File: src/design/arcl_pkg.sv
// ============================================================================
// Arc length lookup package
// Types and constants shared by the arc length to parameter lookup block.
// ============================================================================
package arcl_pkg;

   // Fixed-point format of lengths and parameters, unsigned Q8.16.
   localparam int DATA_W  = 24;
   localparam int FRAC_W  = 16;
   localparam int INDEX_W = 7;
   localparam int COUNT_W = 8;

   // Request kinds carried on tuser.
   typedef enum logic {
      OP_WRITE = 1'b0,
      OP_QUERY = 1'b1
   } op_type;

   // Configuration register indexes.
   typedef enum logic {
      CSR_ENTRY_COUNT  = 1'b0,
      CSR_TOTAL_LENGTH = 1'b1
   } csr_index_type;

   // Sequencer states.
   typedef enum logic [2:0] {
      ST_IDLE,
      ST_PRIME,
      ST_WALK,
      ST_DIV,
      ST_MUL,
      ST_ADD,
      ST_RESP
   } state_type;

   // Start of a division: numerator is (s - s_i), denominator (s_i+1 - s_i).
   typedef struct packed {
      logic              start;
      logic [DATA_W-1:0] numer;
      logic [DATA_W-1:0] denom;
   } div_req_type;

   typedef struct packed {
      logic              done;
      logic [FRAC_W-1:0] quot;
   } div_rsp_type;

endpackage

File: src/design/arcl_div.sv
// ============================================================================
// Serial fraction divider
// Restoring division giving floor((numer << 16) / denom), one bit a cycle.
// ============================================================================
module arcl_div
   import arcl_pkg::*;
(
   input  logic        clock,
   input  logic        reset,
   input  div_req_type div_req,
   output div_rsp_type div_rsp
);

   localparam int CNT_W = $clog2(FRAC_W);

   logic              busy_ff;
   logic [CNT_W-1:0]  cnt_ff;
   logic [DATA_W-1:0] rem_ff;
   logic [DATA_W-1:0] den_ff;
   logic [FRAC_W-1:0] quot_ff;
   logic              done_ff;

   // The numerator is always below the denominator, so the shifted
   // remainder fits one extra bit and one trial subtract decides each bit.
   logic [DATA_W:0]   rem_shift;
   logic [DATA_W+1:0] trial;
   logic              take;

   assign rem_shift = {rem_ff, 1'b0};
   assign trial     = {1'b0, rem_shift} - {2'b00, den_ff};
   assign take      = !trial[DATA_W+1];

   always_ff @(posedge clock) begin
      if (reset) begin
         busy_ff <= 1'b0;
         done_ff <= 1'b0;
         cnt_ff  <= '0;
      end else begin
         done_ff <= 1'b0;
         if (div_req.start) begin
            busy_ff <= 1'b1;
            cnt_ff  <= CNT_W'(FRAC_W - 1);
         end else if (busy_ff) begin
            cnt_ff <= cnt_ff - 1'b1;
            if (cnt_ff == '0) begin
               busy_ff <= 1'b0;
               done_ff <= 1'b1;
            end
         end
      end
   end

   always_ff @(posedge clock) begin
      if (div_req.start) begin
         rem_ff <= div_req.numer;
         den_ff <= div_req.denom;
      end else if (busy_ff) begin
         rem_ff  <= take ? trial[DATA_W-1:0] : rem_shift[DATA_W-1:0];
         quot_ff <= {quot_ff[FRAC_W-2:0], take};
      end
   end

   assign div_rsp.done = done_ff;
   assign div_rsp.quot = quot_ff;

`ifndef SYNTHESIS
   a_done_after_busy: assert property (@(posedge clock) disable iff (reset)
      done_ff |-> $past(busy_ff))
      else $error("divider done without a running division");

   a_no_restart: assert property (@(posedge clock) disable iff (reset)
      busy_ff |-> !div_req.start)
      else $error("division started while another was running");

   a_rem_below_den: assert property (@(posedge clock) disable iff (reset)
      (busy_ff && $past(busy_ff)) |-> (rem_ff < den_ff))
      else $error("divider remainder reached the denominator");
`endif

endmodule

File: config.mk
export PLATFORM = sky130hd
export DESIGN_NAME = arcl_div
export DESIGN_NICKNAME = d
export VERILOG_FILES = /design/src/design/arcl_pkg.sv /design/src/design/arcl_div.sv
export SDC_FILE = /design/constraint.sdc
export NUM_CORES = 1
export LEC_CHECK = 0
export ABC_CLOCK_PERIOD_IN_PS = 3400
export BUFFER_PORTS_ARGS = -buffer_cell sky130_fd_sc_hd__buf_2
export CAP_MARGIN = 30
export CORE_MARGIN = 5
export CORE_UTILIZATION = 45
export CTS_CLUSTER_SIZE = 10
export DETAILED_ROUTE_END_ITERATION = 16
export GPL_ROUTABILITY_DRIVEN = 0
export PLACE_DENSITY = 0.65
export RECOVER_POWER = 100
export SETUP_SLACK_MARGIN = 0.5
export SLEW_MARGIN = 30
export SYNTH_ARGS = -nofsm -noshare
export SYNTH_HDL_FRONTEND = slang
export SYNTH_SLANG_ARGS = --single-unit
File: constraint.sdc
create_clock -name clock -period 3.4 [get_ports clock]
set_clock_uncertainty 0.1 [all_clocks]
set_input_delay 0.17 -clock clock [delete_from_list [all_inputs] [get_ports clock]]
set_output_delay 0.17 -clock clock [all_outputs]
set_load 0.02 [all_outputs]
==> impl.org, run 1 <==
** Global routing
- Tot GR Track Use :: 0.150
- Largest net degree at the start of global routing :: 30
- The initial antenna violation count was 0.
- Wire length of the first global-routing pass :: 13500 microns
- Number of global-route vias before repair :: 2902
- Total congestion overflow after global routing :: 0

** Clocking
- Clock latency on the worst-skew pair, taken at its later pin, is approximately 0.35 ns.
- Clock-pin slew was measured on the worst setup and hold paths at 0.08 ns.
- H-Tree Level Count :: 3
- CTS placed an instance of clkbuf_8 at the clock tree root.
- CTS max path bufs :: 2
- TritonCTS sink count :: 70
- TritonCTS clock tree :: yes
- Clock buffers created by TritonCTS :: 9

** Logic synthesis
- After synthesis, the largest family of logic cells by area is compound AO/OA/AOI/OAI gates.
- Post-synthesis instance area :: 4030 sq um
- When the netlist entered floorplanning its net count stood at 432.
- Synthesis produced a netlist whose cell count is 356.
- Of the synthesized area, sequential elements account for 0.507.
- Adder-cell share of the synthesized area :: 0.0795
- Of the post-synthesis cell area, the part taken by muxes is 0.0407.
- Yosys mapped a number of flops with a built-in enable equal to 64.
- Synth Area in Compound Gates :: 0.167
- The number of different library cells used by synthesis comes to 57.
- Total number of yosys warnings :: 0
- Most area-hungry cell type in the Yosys netlist :: edfxtp_1
- Share of the synthesized netlist area taken by xor and xnor gates :: 0.0500
- After synthesis the netlist holds a flip-flop and latch count of 70.
- Average instance area after synthesis :: around 11 sq um
- In the post-synthesis netlist, the biggest area contributors are edfxtp_1 (48%), ha_1 (7.5%), a21oi_1 (5.0%).
- The most used flip-flop cell after synthesis is edfxtp_1.
- In the synthesized netlist the async set-or-reset flop fraction comes to 0.
- Of the post-synthesis cell area, the dominant cell type holds 0.477.
- Post-Synth Simple-Gate Area :: 0.102

** Setup path
- CP max FO :: 7
- STA puts the critical path data arrival time at 2.99 ns.
- Top cell family by delay on the critical path :: compound AO/OA/AOI/OAI gates
- For this run, the slowest stage of the critical path takes 0.44 ns.
- Most prevalent standard cell on the critical path :: clkbuf_1
- The worst setup path is launched from a flop.
- Data on the critical path is required at its endpoint by 3.39 ns.
- CP Cell Sequence :: ha_1, nand4_2, or3_1, a31oi_1, a21oi_4, o311ai_4, clkbuf_1, clkbuf_1, a21oi_1, mux2_2
- The critical path contains buffers and inverters numbering 2 combined.
- STA classifies the critical path endpoint as a flop.
- Crit path max-delay cell type :: ha_1
- Critical path class :: flop to flop

** Finish
- In the final layout, the share of cells above drive strength 1 is 0.253.
- Relative area change from synthesis to final layout :: 27.5%
- Net count of the finished layout :: 541
- The number of antenna diodes in the final layout is 0.
- Leaving out fill and tap cells, the most frequent cell in the layout is edfxtp_1.
- The top cell types in the final layout, fill and taps aside, are edfxtp_1 (64), buf_2 (49), a21oi_1 (40).
- Summing all non-filler instances in the final layout gives an area of ~5100 sq um.

** Power and ir drop
- Register share of total power :: 0.342
- In this run the static leakage power is around 2.1 nW.
- Switching power as a share of total power :: 0.349
- Cell Int Power :: 2.26 mW
- In this run the power spent charging and discharging nets is approximately 1.2 mW.
- Worst ir drop on vdd :: approximately 0.34 mV
- Clock share of power :: 0.202
- Power density over the cells :: 677 nW/um^2
- The share of total power dissipated in combinational logic is 0.456.

** STA
- For the pin with the worst max-slew slack, the measured transition is 1.40 ns.
- Portion of the clock cycle consumed by the worst path in the final layout :: 0.882
- Final critical-path required period :: 3.00 ns
- The final max-slew violation count is 0.
- Headroom to the max-slew limit came out at 0.0687.
- Derived from the worst setup path, the maximum achievable clock frequency is around 0.33 GHz.
- Endpoints failing hold :: 0
- Summed over all failing endpoints, the final setup total negative slack is 0 ns.
- Unrepaired setup endpoints after global routing :: yes
- Final Setup Violations :: 0

** Detailed routing
- Vias per cell :: 5.23
- Violation count after the first detailed-route iteration :: ~110
- The routed layout has 3025 vias.
- WL per Instance :: 15.1 microns
- First-pass iteration count of the detailed router :: 4
- Wire length after detailed routing :: just under 9000 microns
- After detailed routing, the number of remaining DRC violations is 0.
- ANT nets after route :: 0

** Worst hold path
- In this run the worst hold path is classified as input port to flop.

** Placement
- DP HPWL :: between 5000 and 6000 microns
- Buffers placed on the I/O ports in this run total 67.
- After detailed placement, the total cell area comes to 4450 sq um.

** Die
- After floorplanning, the core was divided into 34 placement rows.
- Measured along the x axis, the die boundary spans between 100 and 150 microns.
- The initial utilization of the core area, before any placement, comes to 0.462.
- Die height :: about 100 microns
- between 60 and 70 I/O pins were placed.
- The floorplan step defined a core boundary enclosing 8720 sq um.
- The floorplan step defined a die boundary enclosing 10900 sq um.

** Run status
- Run status :: complete, no violations

** Run
- Max-cap violations in this run came to 0.
sequential cells by signal, summed over array words and instances, names as in the netlist:
name,flops
quot_ff,16
den_ff,24
busy_ff,1
done_ff,1
cnt_ff,4
rem_ff,24
kinds of logic (layout without fill, tap and decap cells):
group / Yosys count / count (layout)
AND/OR/NAND/NOR: 81 / 81
XOR/XNOR: 23 / 23
adder cells (fa/ha/maj): 25 / 25
multiplexers: 15 / 15
AO/OA/AOI/OAI: 96 / 97
flip-flops: 70 / 70
buffers and inverters: 46 / 159
synthesized netlist by cell type (all sizes together) (3+ instances only):
cell type,number
edfxtp,64
a21oi,44
inv,31
nor2,30
ha,24
nand2,18
o21ai,16
xnor2,15
mux2,11
a21o,10
buf,9
nor3b,8
xor2,8
a221o,6
clkbuf,6
dfxtp,6
nand4,5
a211oi,4
mux2i,4
a31oi,3
nand2b,3
nand3,3
o211ai,3
layout make-up:
type	instances	area, sq um
fillers	748	3590
flip-flops and latches	70	2040
multi-input cells	241	1900
repair buffers	112	736
clock buffers	11	151
well taps	108	135
inverters	31	116
clock inverters	5	57.6
metal layers:
layer | share of wire | track usage
met3 | 0.056 | 0.0432
met5 | 0 | 0
met1 | 0.46 | 0.195
met4 | 0.015 | 0.0521
met2 | 0.46 | 0.242
worst paths after layout:
path                                             from                     to  slack [ns]  cells after the start
worst max-delay path             rem_ff[14]$_DFFE_PP_    rem_ff[7]$_DFFE_PP_        0.40                     10
worst min-delay path                      div_req[29]    rem_ff[5]$_DFFE_PP_        0.01                      2
worst max register to register   rem_ff[14]$_DFFE_PP_    rem_ff[7]$_DFFE_PP_        0.40                     10
worst min register to register  quot_ff[13]$_DFFE_PP_  quot_ff[14]$_DFFE_PP_        0.35                      0
per-stage QoR:
step           setup WS, ns  power [mW]  utilization  hold slack, ns  std cells
2_1_floorplan         0.697        2.29            -           0.139        356
5_1_grt               0.244        3.72        0.589          0.0103        578
3_3_place_gp          0.338        2.51        0.510           0.246        521
6_report              0.401        3.48        0.589          0.0136        578
3_5_place_dp          0.261        2.53        0.510           0.248        521
4_1_cts               0.526        3.28        0.565         0.00437        564
power by group through the flow:
stage / sequential (mW) / clock [mW] / combinational, mW
floorplan: 1.18 / 0 / 1.11
global placement: 1.19 / 0 / 1.32
detailed placement: 1.19 / 0 / 1.34
CTS: 1.18 / 0.721 / 1.38
global route: 1.20 / 0.753 / 1.76
finish: 1.19 / 0.702 / 1.59
repair_timing:
action,CTS,global route
setup buffers,2,9
cloned,0,5
gates resized for setup,1,22
hold endpoints to repair,30,0
setup endpoints to repair,23,21
pin swaps,1,13
hold buffers,25,0
(Power assumes the default switching activity.)
==> inputs of run 2 (changes only) <==
--- a/config.mk
+++ b/config.mk
@@ -13,6 +13,7 @@
 export CTS_CLUSTER_SIZE = 10
 export DETAILED_ROUTE_END_ITERATION = 16
 export GPL_ROUTABILITY_DRIVEN = 0
+export HOLD_SLACK_MARGIN = 0.06
 export PLACE_DENSITY = 0.65
 export RECOVER_POWER = 100
 export SETUP_SLACK_MARGIN = 0.5
==> run 2 against run 1 <==
  * Sequential cell count unchanged
  * Power up 0.55%
  * Worst hold slack better by 0.050 ns
  * Maximum frequency about the same
  * Final area up 3.9%
  * Global-route usage up 0.36 points
  * Core utilization up 2.3 points
  * Via count up 2.4%
  * Sequential share of layout area down 1.5 points
  * Setup slack worse by 0.0018 ns
  * Combinational power about the same
  * Wire length up 3.3%
  * Critical path type unchanged
  * Largest cell class unchanged
  * Highest routed layer unchanged
==> impl.org, run 2 (synthesis gave the netlist of run 1 again) <==
** Finish
- Layout cells sized above 1 :: 0.242
- Relative area change from synthesis to final layout :: 32.5%
- Number of antenna diodes :: 0
- Net count of the finished layout :: 562
- The largest registers in the layout are den_ff (24), rem_ff (24), quot_ff (16).
- Leading cell type in the layout, fill and taps excluded :: edfxtp_1
- Non-Filler Cell Area, Final :: 5340 sq um
- In the layout the commonest cells are edfxtp_1 (64), buf_2 (49), dlygate4sd3_1 (46).
- Once layout is complete, the utilization of the core stands at 0.612.

** Run
- Max-cap violations :: 0

** STA
- Portion of the clock cycle consumed by the worst path in the final layout :: 0.882
- At the pin with the least slew margin, the transition time is 1.42 ns.
- Max-slew headroom :: 0.0507
- Final Max Slew Viols :: 0
- Across all setup checks in the final design, the least slack found is 0.400 ns.
- Setup violations remaining at the end of the flow were counted as 0.
- Counting I/O delays and the setup requirement, the final critical path takes ~3.0 ns.
- Unrepaired setup endpoints after global routing :: yes
- Adding up every negative setup slack in the final design gives 0 ns.
- Endpoints failing hold :: 0
- Static timing analysis puts the maximum clock frequency at 0.333 GHz.

** Detailed routing
- For this run, the detailed router's first-pass iteration total came to 4.
- Dividing the detail-routed wire length by the instance count gives 15.0 microns.
- In this run the remaining antenna-violating nets after routing total 0.
- After detailed routing, the number of remaining DRC violations is 0.
- Vias per cell :: a little over 5
- In this run, the number of DRC markers left after iteration 0 of detailed routing was around 140.
- Across all layers, the routed design uses roughly 3100 vias.
- Wire length after detailed routing :: 9000 microns

** Placement
- The count of buffers added on input and output ports is 67.
- Worst-case setup slack after placement :: 0.261 ns
- DP HPWL :: 5820 microns
- Post-placement cell area :: 4450 sq um

** Clocking
- TritonCTS built the clock tree.
- Clock latency on the worst-skew pair, taken at its later pin, is 0.35 ns.
- CTS saw 70 sinks.
- The number of clock buffers added by TritonCTS is 9.
- Clock transition at the registers of the reported paths :: 0.08 ns
- CTS max path bufs :: 2
- CTS Root Cell :: clkbuf_8
- CTS built an H-tree with a depth of 3.

** Global routing
- Entering global routing, the biggest net connects 30 pins.
- Antenna violations before repair :: 0
- Number of global-route vias before repair :: 2973
- Total congestion overflow after global routing :: 0
- Tot GR Track Use :: 0.154
- The first global-routing pass estimated 13900 microns of wire.

** Power and ir drop
- Power density over the cells :: between 600 and 700 nW/um^2
- Static leakage :: 2.17 nW
- Relative contribution of combinational cells to total power :: 0.459
- Switching power summed over all nets :: 1.22 mW
- Worst ir drop on vdd :: about 0.32 mV
- Register share of total power :: 0.339
- Of the total power, the clock network draws 0.202.
- Of the total power, the share spent switching nets is 0.350.
- Cell Int Power :: 2.27 mW

** Setup path
- Tracing the worst setup path back leads to its startpoint at rem_ff[13]$_DFFE_PP_.
- Element type at the critical path start :: flop
- In this run the worst path has a maximum fanout of 7.
- Worst endpoint data arrival time :: ~3.0 ns
- Reg2Reg Launch Point :: rem_ff[13]$_DFFE_PP_
- Data on the critical path is required at its endpoint by about 3.4 ns.
- Type of element capturing the critical path :: flop
- Minimum setup slack among reg-to-reg paths :: 0.40 ns
- Critical path class :: flop to flop

** Run status
- Run status :: complete, no violations

** Die
- Core region area :: 8720 sq um
- Floorplan die area :: 10900 sq um
- In this run the horizontal extent of the chip is 105 microns.
- In this run the vertical extent of the chip is 105 microns.
- In this run the core area contains 34 standard-cell rows.
- Initial cell density of the core :: 0.462
- just under 70 I/O pins were placed.

** Worst hold path
- Worst Hold Launch :: div_req[28]
- The worst hold path belongs to the class input port to flop.
## run 2: cell count changes in the layout (fill, tap and decap cells not counted), sizes merged
| cell | change |
|---|---|
| dlygate4sd3 | +21 |
## run 2: metal layers
layer,track usage,vias up,wire length [microns],share of wire
met4,0.0521,0,133,0.015
met2,0.252,72,4240,0.47
met1,0.199,1451,4130,0.46
li1,-,1562,-,-
met3,0.0419,13,487,0.054
met5,0,-,0,0
## run 2: worst paths after layout
path / endpoint / depth (start not counted)
worst max-delay path: rem_ff[7]$_DFFE_PP_ / 10
worst min-delay path: rem_ff[4]$_DFFE_PP_ / 3
worst max register to register: rem_ff[7]$_DFFE_PP_ / 10
worst min register to register: quot_ff[3]$_DFFE_PP_ / 0
## run 2: power by group through the flow
| stage | logic (mW) | registers [mW] | clock network, mW |
|---|---|---|---|
| after floorplan | 1.11 | 1.18 | 0 |
| after global placement | 1.32 | 1.19 | 0 |
| after detailed placement | 1.34 | 1.19 | 0 |
| after CTS | 1.40 | 1.18 | 0.721 |
| after global routing | 1.78 | 1.20 | 0.753 |
| final | 1.60 | 1.19 | 0.706 |
## run 2: per-stage QoR
stage	hold slack [ns]	cells	total power, mW
after detailed placement	0.248	521	2.53
final	0.0639	599	3.50
after global placement	0.246	521	2.51
after CTS	0.0670	585	3.30
after floorplan	0.139	356	2.29
after global routing	0.0824	599	3.73
## run 2: timing repair
item | in CTS | in global routing
cloned | 0 | 5
hold buffers | 46 | 0
setup buffers | 2 | 9
gates resized for setup | 1 | 21
pin swaps | 1 | 14
setup endpoints to repair | 23 | 21
endpoints found under the hold margin | 51 | 0
## run 2: final cells by class
cell class	instances	area, sq um
Clock buffer	11	151
Tap cell	108	135
Timing Repair Buffer	133	946
Fill cell	719	3390
Inverter	31	116
Multi-Input combinational cell	241	1890
Sequential cell	70	2040
Clock inverter	5	57.6
## run 2: worst max-delay path, stage by stage (launching register included)
cell	delay, ns
edfxtp_1	0.38
ha_1	0.45
nand4_2	0.14
or3_1	0.39
a31oi_1	0.30
a21oi_4	0.09
o311ai_4	0.12
clkbuf_1	0.15
clkbuf_1	0.26
a21oi_1	0.11
mux2_2	0.28
==> inputs of run 3 (changes only) <==
--- a/config.mk
+++ b/config.mk
@@ -9,12 +9,12 @@
 export BUFFER_PORTS_ARGS = -buffer_cell sky130_fd_sc_hd__buf_2
 export CAP_MARGIN = 30
 export CORE_MARGIN = 5
-export CORE_UTILIZATION = 45
+export CORE_UTILIZATION = 57
 export CTS_CLUSTER_SIZE = 10
 export DETAILED_ROUTE_END_ITERATION = 16
 export GPL_ROUTABILITY_DRIVEN = 0
 export HOLD_SLACK_MARGIN = 0.06
-export PLACE_DENSITY = 0.65
+export PLACE_DENSITY = 0.8
 export RECOVER_POWER = 100
 export SETUP_SLACK_MARGIN = 0.5
 export SLEW_MARGIN = 30
==> run 3 against run 2 <==
  * The flow now finishes with violations (capacitance limit, slew limit)
  * Combinational power barely moved
  * Sequential power barely moved
  * Wire length rose by 5.6%
  * Die area fell by 19%
  * Global-route usage rose by 5.1 points
  * Clock power fell by 4.5%
  * Worst hold slack improved by 0.052 ns
  * Sequential share of layout area rose by 0.33 points
  * Largest power group unchanged
==> impl.org, run 3 (synthesis gave the netlist of run 1 again) <==
** Run status
- The run finished, with violations left.
- The checks that failed: capacitance limit, slew limit.

** Placement
- In this run the cell area measured after placement is 4420 sq um.
- The count of buffers added on input and output ports is 67.
- DP HPWL :: 5740 microns

** STA
- Dividing the final minimum period by the clock period gives 0.904.
- Final critical-path required period :: between 3 and 4 ns
- Unrepaired setup endpoints after global routing :: yes
- Setup violations remaining at the end of the flow were counted as 0.
- FMAX :: 0.326 GHz
- The final max-slew violation count was 25.
- Aggregate negative setup slack :: 0 ns
- Max-slew headroom :: -0.240
- The final-report hold violation count was 0.
- Transition time of the tightest slew-check pin :: 1.86 ns

** Setup path
- For the worst setup path, the data required time is 3.41 ns.
- Critical path class :: flop to flop
- For the worst flop-to-flop path, the logic depth is 11.
- The slowest stage of the critical path is the edfxtp_1 cell.
- Top cell family by delay on the critical path :: compound AO/OA/AOI/OAI gates
- On the worst path, the slowest cell contributes a delay of 0.45 ns.
- Buf/Inv on CP :: 2
- Type of element capturing the critical path :: flop
- The setup check on the worst reg-to-reg path leaves a slack of 0.33 ns.
- Data on the critical path arrives at its endpoint at 3.08 ns.
- Reg-to-Reg End :: rem_ff[18]$_DFFE_PP_
- The startpoint identified for the worst register-to-register timing path is rem_ff[3]$_DFFE_PP_.
- CP max FO :: 4
- Walking the worst path, the cells encountered are ha_4, o211ai_1, a21oi_2, o21ai_2, o211ai_4, a21oi_4, o311ai_4, clkbuf_1, buf_4, nor3b_1, a221o_1.
- Element type at the critical path start :: flop

** Die
- The floorplan has 30 rows.
- Floorplan die area :: roughly 9000 sq um
- Core region area :: about 6800 sq um
- For this configuration, the core starts out at a cell density of 0.590.
- Chip Width :: around 94 microns
- The die is 94.1 microns tall.
- In this run the count of I/O pins placed on the die edge is between 60 and 70.

** Power and ir drop
- Summed over all cells, the static leakage comes to 2.15 nW.
- VDD sags by at most around 0.37 mV.
- Power density over the cells :: about 660 nW/um^2

** Finish
- The library cell used most frequently in the layout, excluding fill and tap cells, is edfxtp_1.
- The largest registers in the layout are den_ff (24), rem_ff (24), quot_ff (16).
- Net count of the finished layout :: 560
- Commonest cells after routing, fill and taps aside :: edfxtp_1 (64), buf_2 (49), dlygate4sd3_1 (48)
- Non-Filler Cell Area, Final :: 5290 sq um
- Relative area change from synthesis to final layout :: 31.3%
- Layout cells sized above 1 :: 0.243
- The number of antenna diodes in the final layout is 0.

** Worst hold path
- Hold path endpoint :: rem_ff[3]$_DFFE_PP_
- The worst hold path was traced through 3 stages.
- The min-delay analysis places its worst path in the category input port to flop.
- The worst hold path begins at div_req[27].

** Detailed routing
- Remaining design rule violation count :: 0
- Dividing the detail-routed wire length by the instance count gives 16.2 microns.
- ANT nets after route :: 0
- After detailed routing, the number of vias per cell comes to 5.44.
- Wires add up to around 9500 microns.
- The final route contains 3180 vias.
- The detailed router finished its first iteration with 157 violations.
- First-pass iteration count of the detailed router :: 4

** Clocking
- For this design, the sink count on the clock tree is 70.
- Clock transition at the registers of the reported paths :: 0.08 ns
- Clock buffers created by TritonCTS :: 9
- Clock insertion delay at the later pin of the skew report :: 0.36 ns
- TritonCTS clock tree :: yes
- CTS max path bufs :: 2
- CTS Root Cell :: clkbuf_8
- The H-tree was split into 3 levels.

** Global routing
- Number of global-route vias before repair :: 3125
- The total overflow left after global routing is 0.
- The initial antenna violation count is 0.
- Entering global routing, the biggest net connects 29 pins.
- Wire length of the first global-routing pass :: 14000 microns
- Tot GR Track Use :: 0.205

** Run
- Max-cap violations in this run came to 1.
## run 3: cell types whose count changed in the layout (fill, tap and decap cells not counted), moves of 2 or more
cell,change
dlygate4sd3_1,+2
ha_1,-2
buf_4,+2
ha_2,+2
inv_6,+2
buf_6,-4
clkinvlp_4,-2
## run 3: layer usage
metal,track usage,up-vias,part of all wire,wire length (microns)
met2,0.364,115,0.51,4880
met1,0.241,1484,0.42,3950
li1,-,1562,-,-
met4,0.0602,0,0.019,179
met5,0,-,0,0
met3,0.0569,19,0.052,490
## run 3: where the power goes
part	total, mW	switching [mW]	internal (mW)
sequential	1.19	0.0801	1.11
combinational	1.61	0.844	0.763
clock	0.674	0.340	0.334
## run 3: how the worst max path moves through the flow
stage / startpoint / end / slack, ns / cells after the start
floorplan: rem_ff[17]$_DFFE_PP_ / rem_ff[21]$_DFFE_PP_ / 0.70 / 9
global placement: rem_ff[2]$_DFFE_PP_ / rem_ff[2]$_DFFE_PP_ / 0.34 / 10
detailed placement: rem_ff[2]$_DFFE_PP_ / rem_ff[10]$_DFFE_PP_ / 0.23 / 10
CTS: rem_ff[1]$_DFFE_PP_ / rem_ff[21]$_DFFE_PP_ / 0.51 / 10
global route: rem_ff[3]$_DFFE_PP_ / rem_ff[18]$_DFFE_PP_ / 0.19 / 11
finish: rem_ff[3]$_DFFE_PP_ / rem_ff[18]$_DFFE_PP_ / 0.33 / 11
## run 3: area by class of cell
| type | count | area [sq um] |
|---|---|---|
| Timing Repair Buffer | 132 | 932 |
| Fill cell | 434 | 1540 |
| Tap cell | 96 | 120 |
| Inverter | 31 | 116 |
| Clock inverter | 5 | 38.8 |
| Clock buffer | 11 | 163 |
| Sequential cell | 70 | 2040 |
| Multi-Input combinational cell | 240 | 1880 |
## run 3: worst min-delay path, stage by stage
cell	delay, ns
buf_2	0.08
nor2_1	0.03
a21oi_1	0.15
## run 3: what timing repair did
| action | in CTS | in global routing |
|---|---|---|
| gates resized for setup | 1 | 19 |
| cloned | 0 | 1 |
| hold buffers | 48 | 0 |
| pin swaps | 1 | 15 |
| hold endpoints to repair | 53 | 0 |
| buffers inserted | 3 | 10 |
| setup endpoints to repair | 24 | 23 |
## run 3: metrics by stage
step | setup slack (ns) | utilization | total power, mW | hold WS (ns) | std cells
finish | 0.328 | 0.774 | 3.47 | 0.116 | 585
global route | 0.190 | 0.774 | 3.67 | 0.120 | 585
CTS | 0.509 | 0.750 | 3.26 | 0.0655 | 574
detailed placement | 0.230 | 0.647 | 2.51 | 0.248 | 507
global placement | 0.338 | 0.647 | 2.47 | 0.246 | 507
floorplan | 0.697 | - | 2.29 | 0.139 | 356
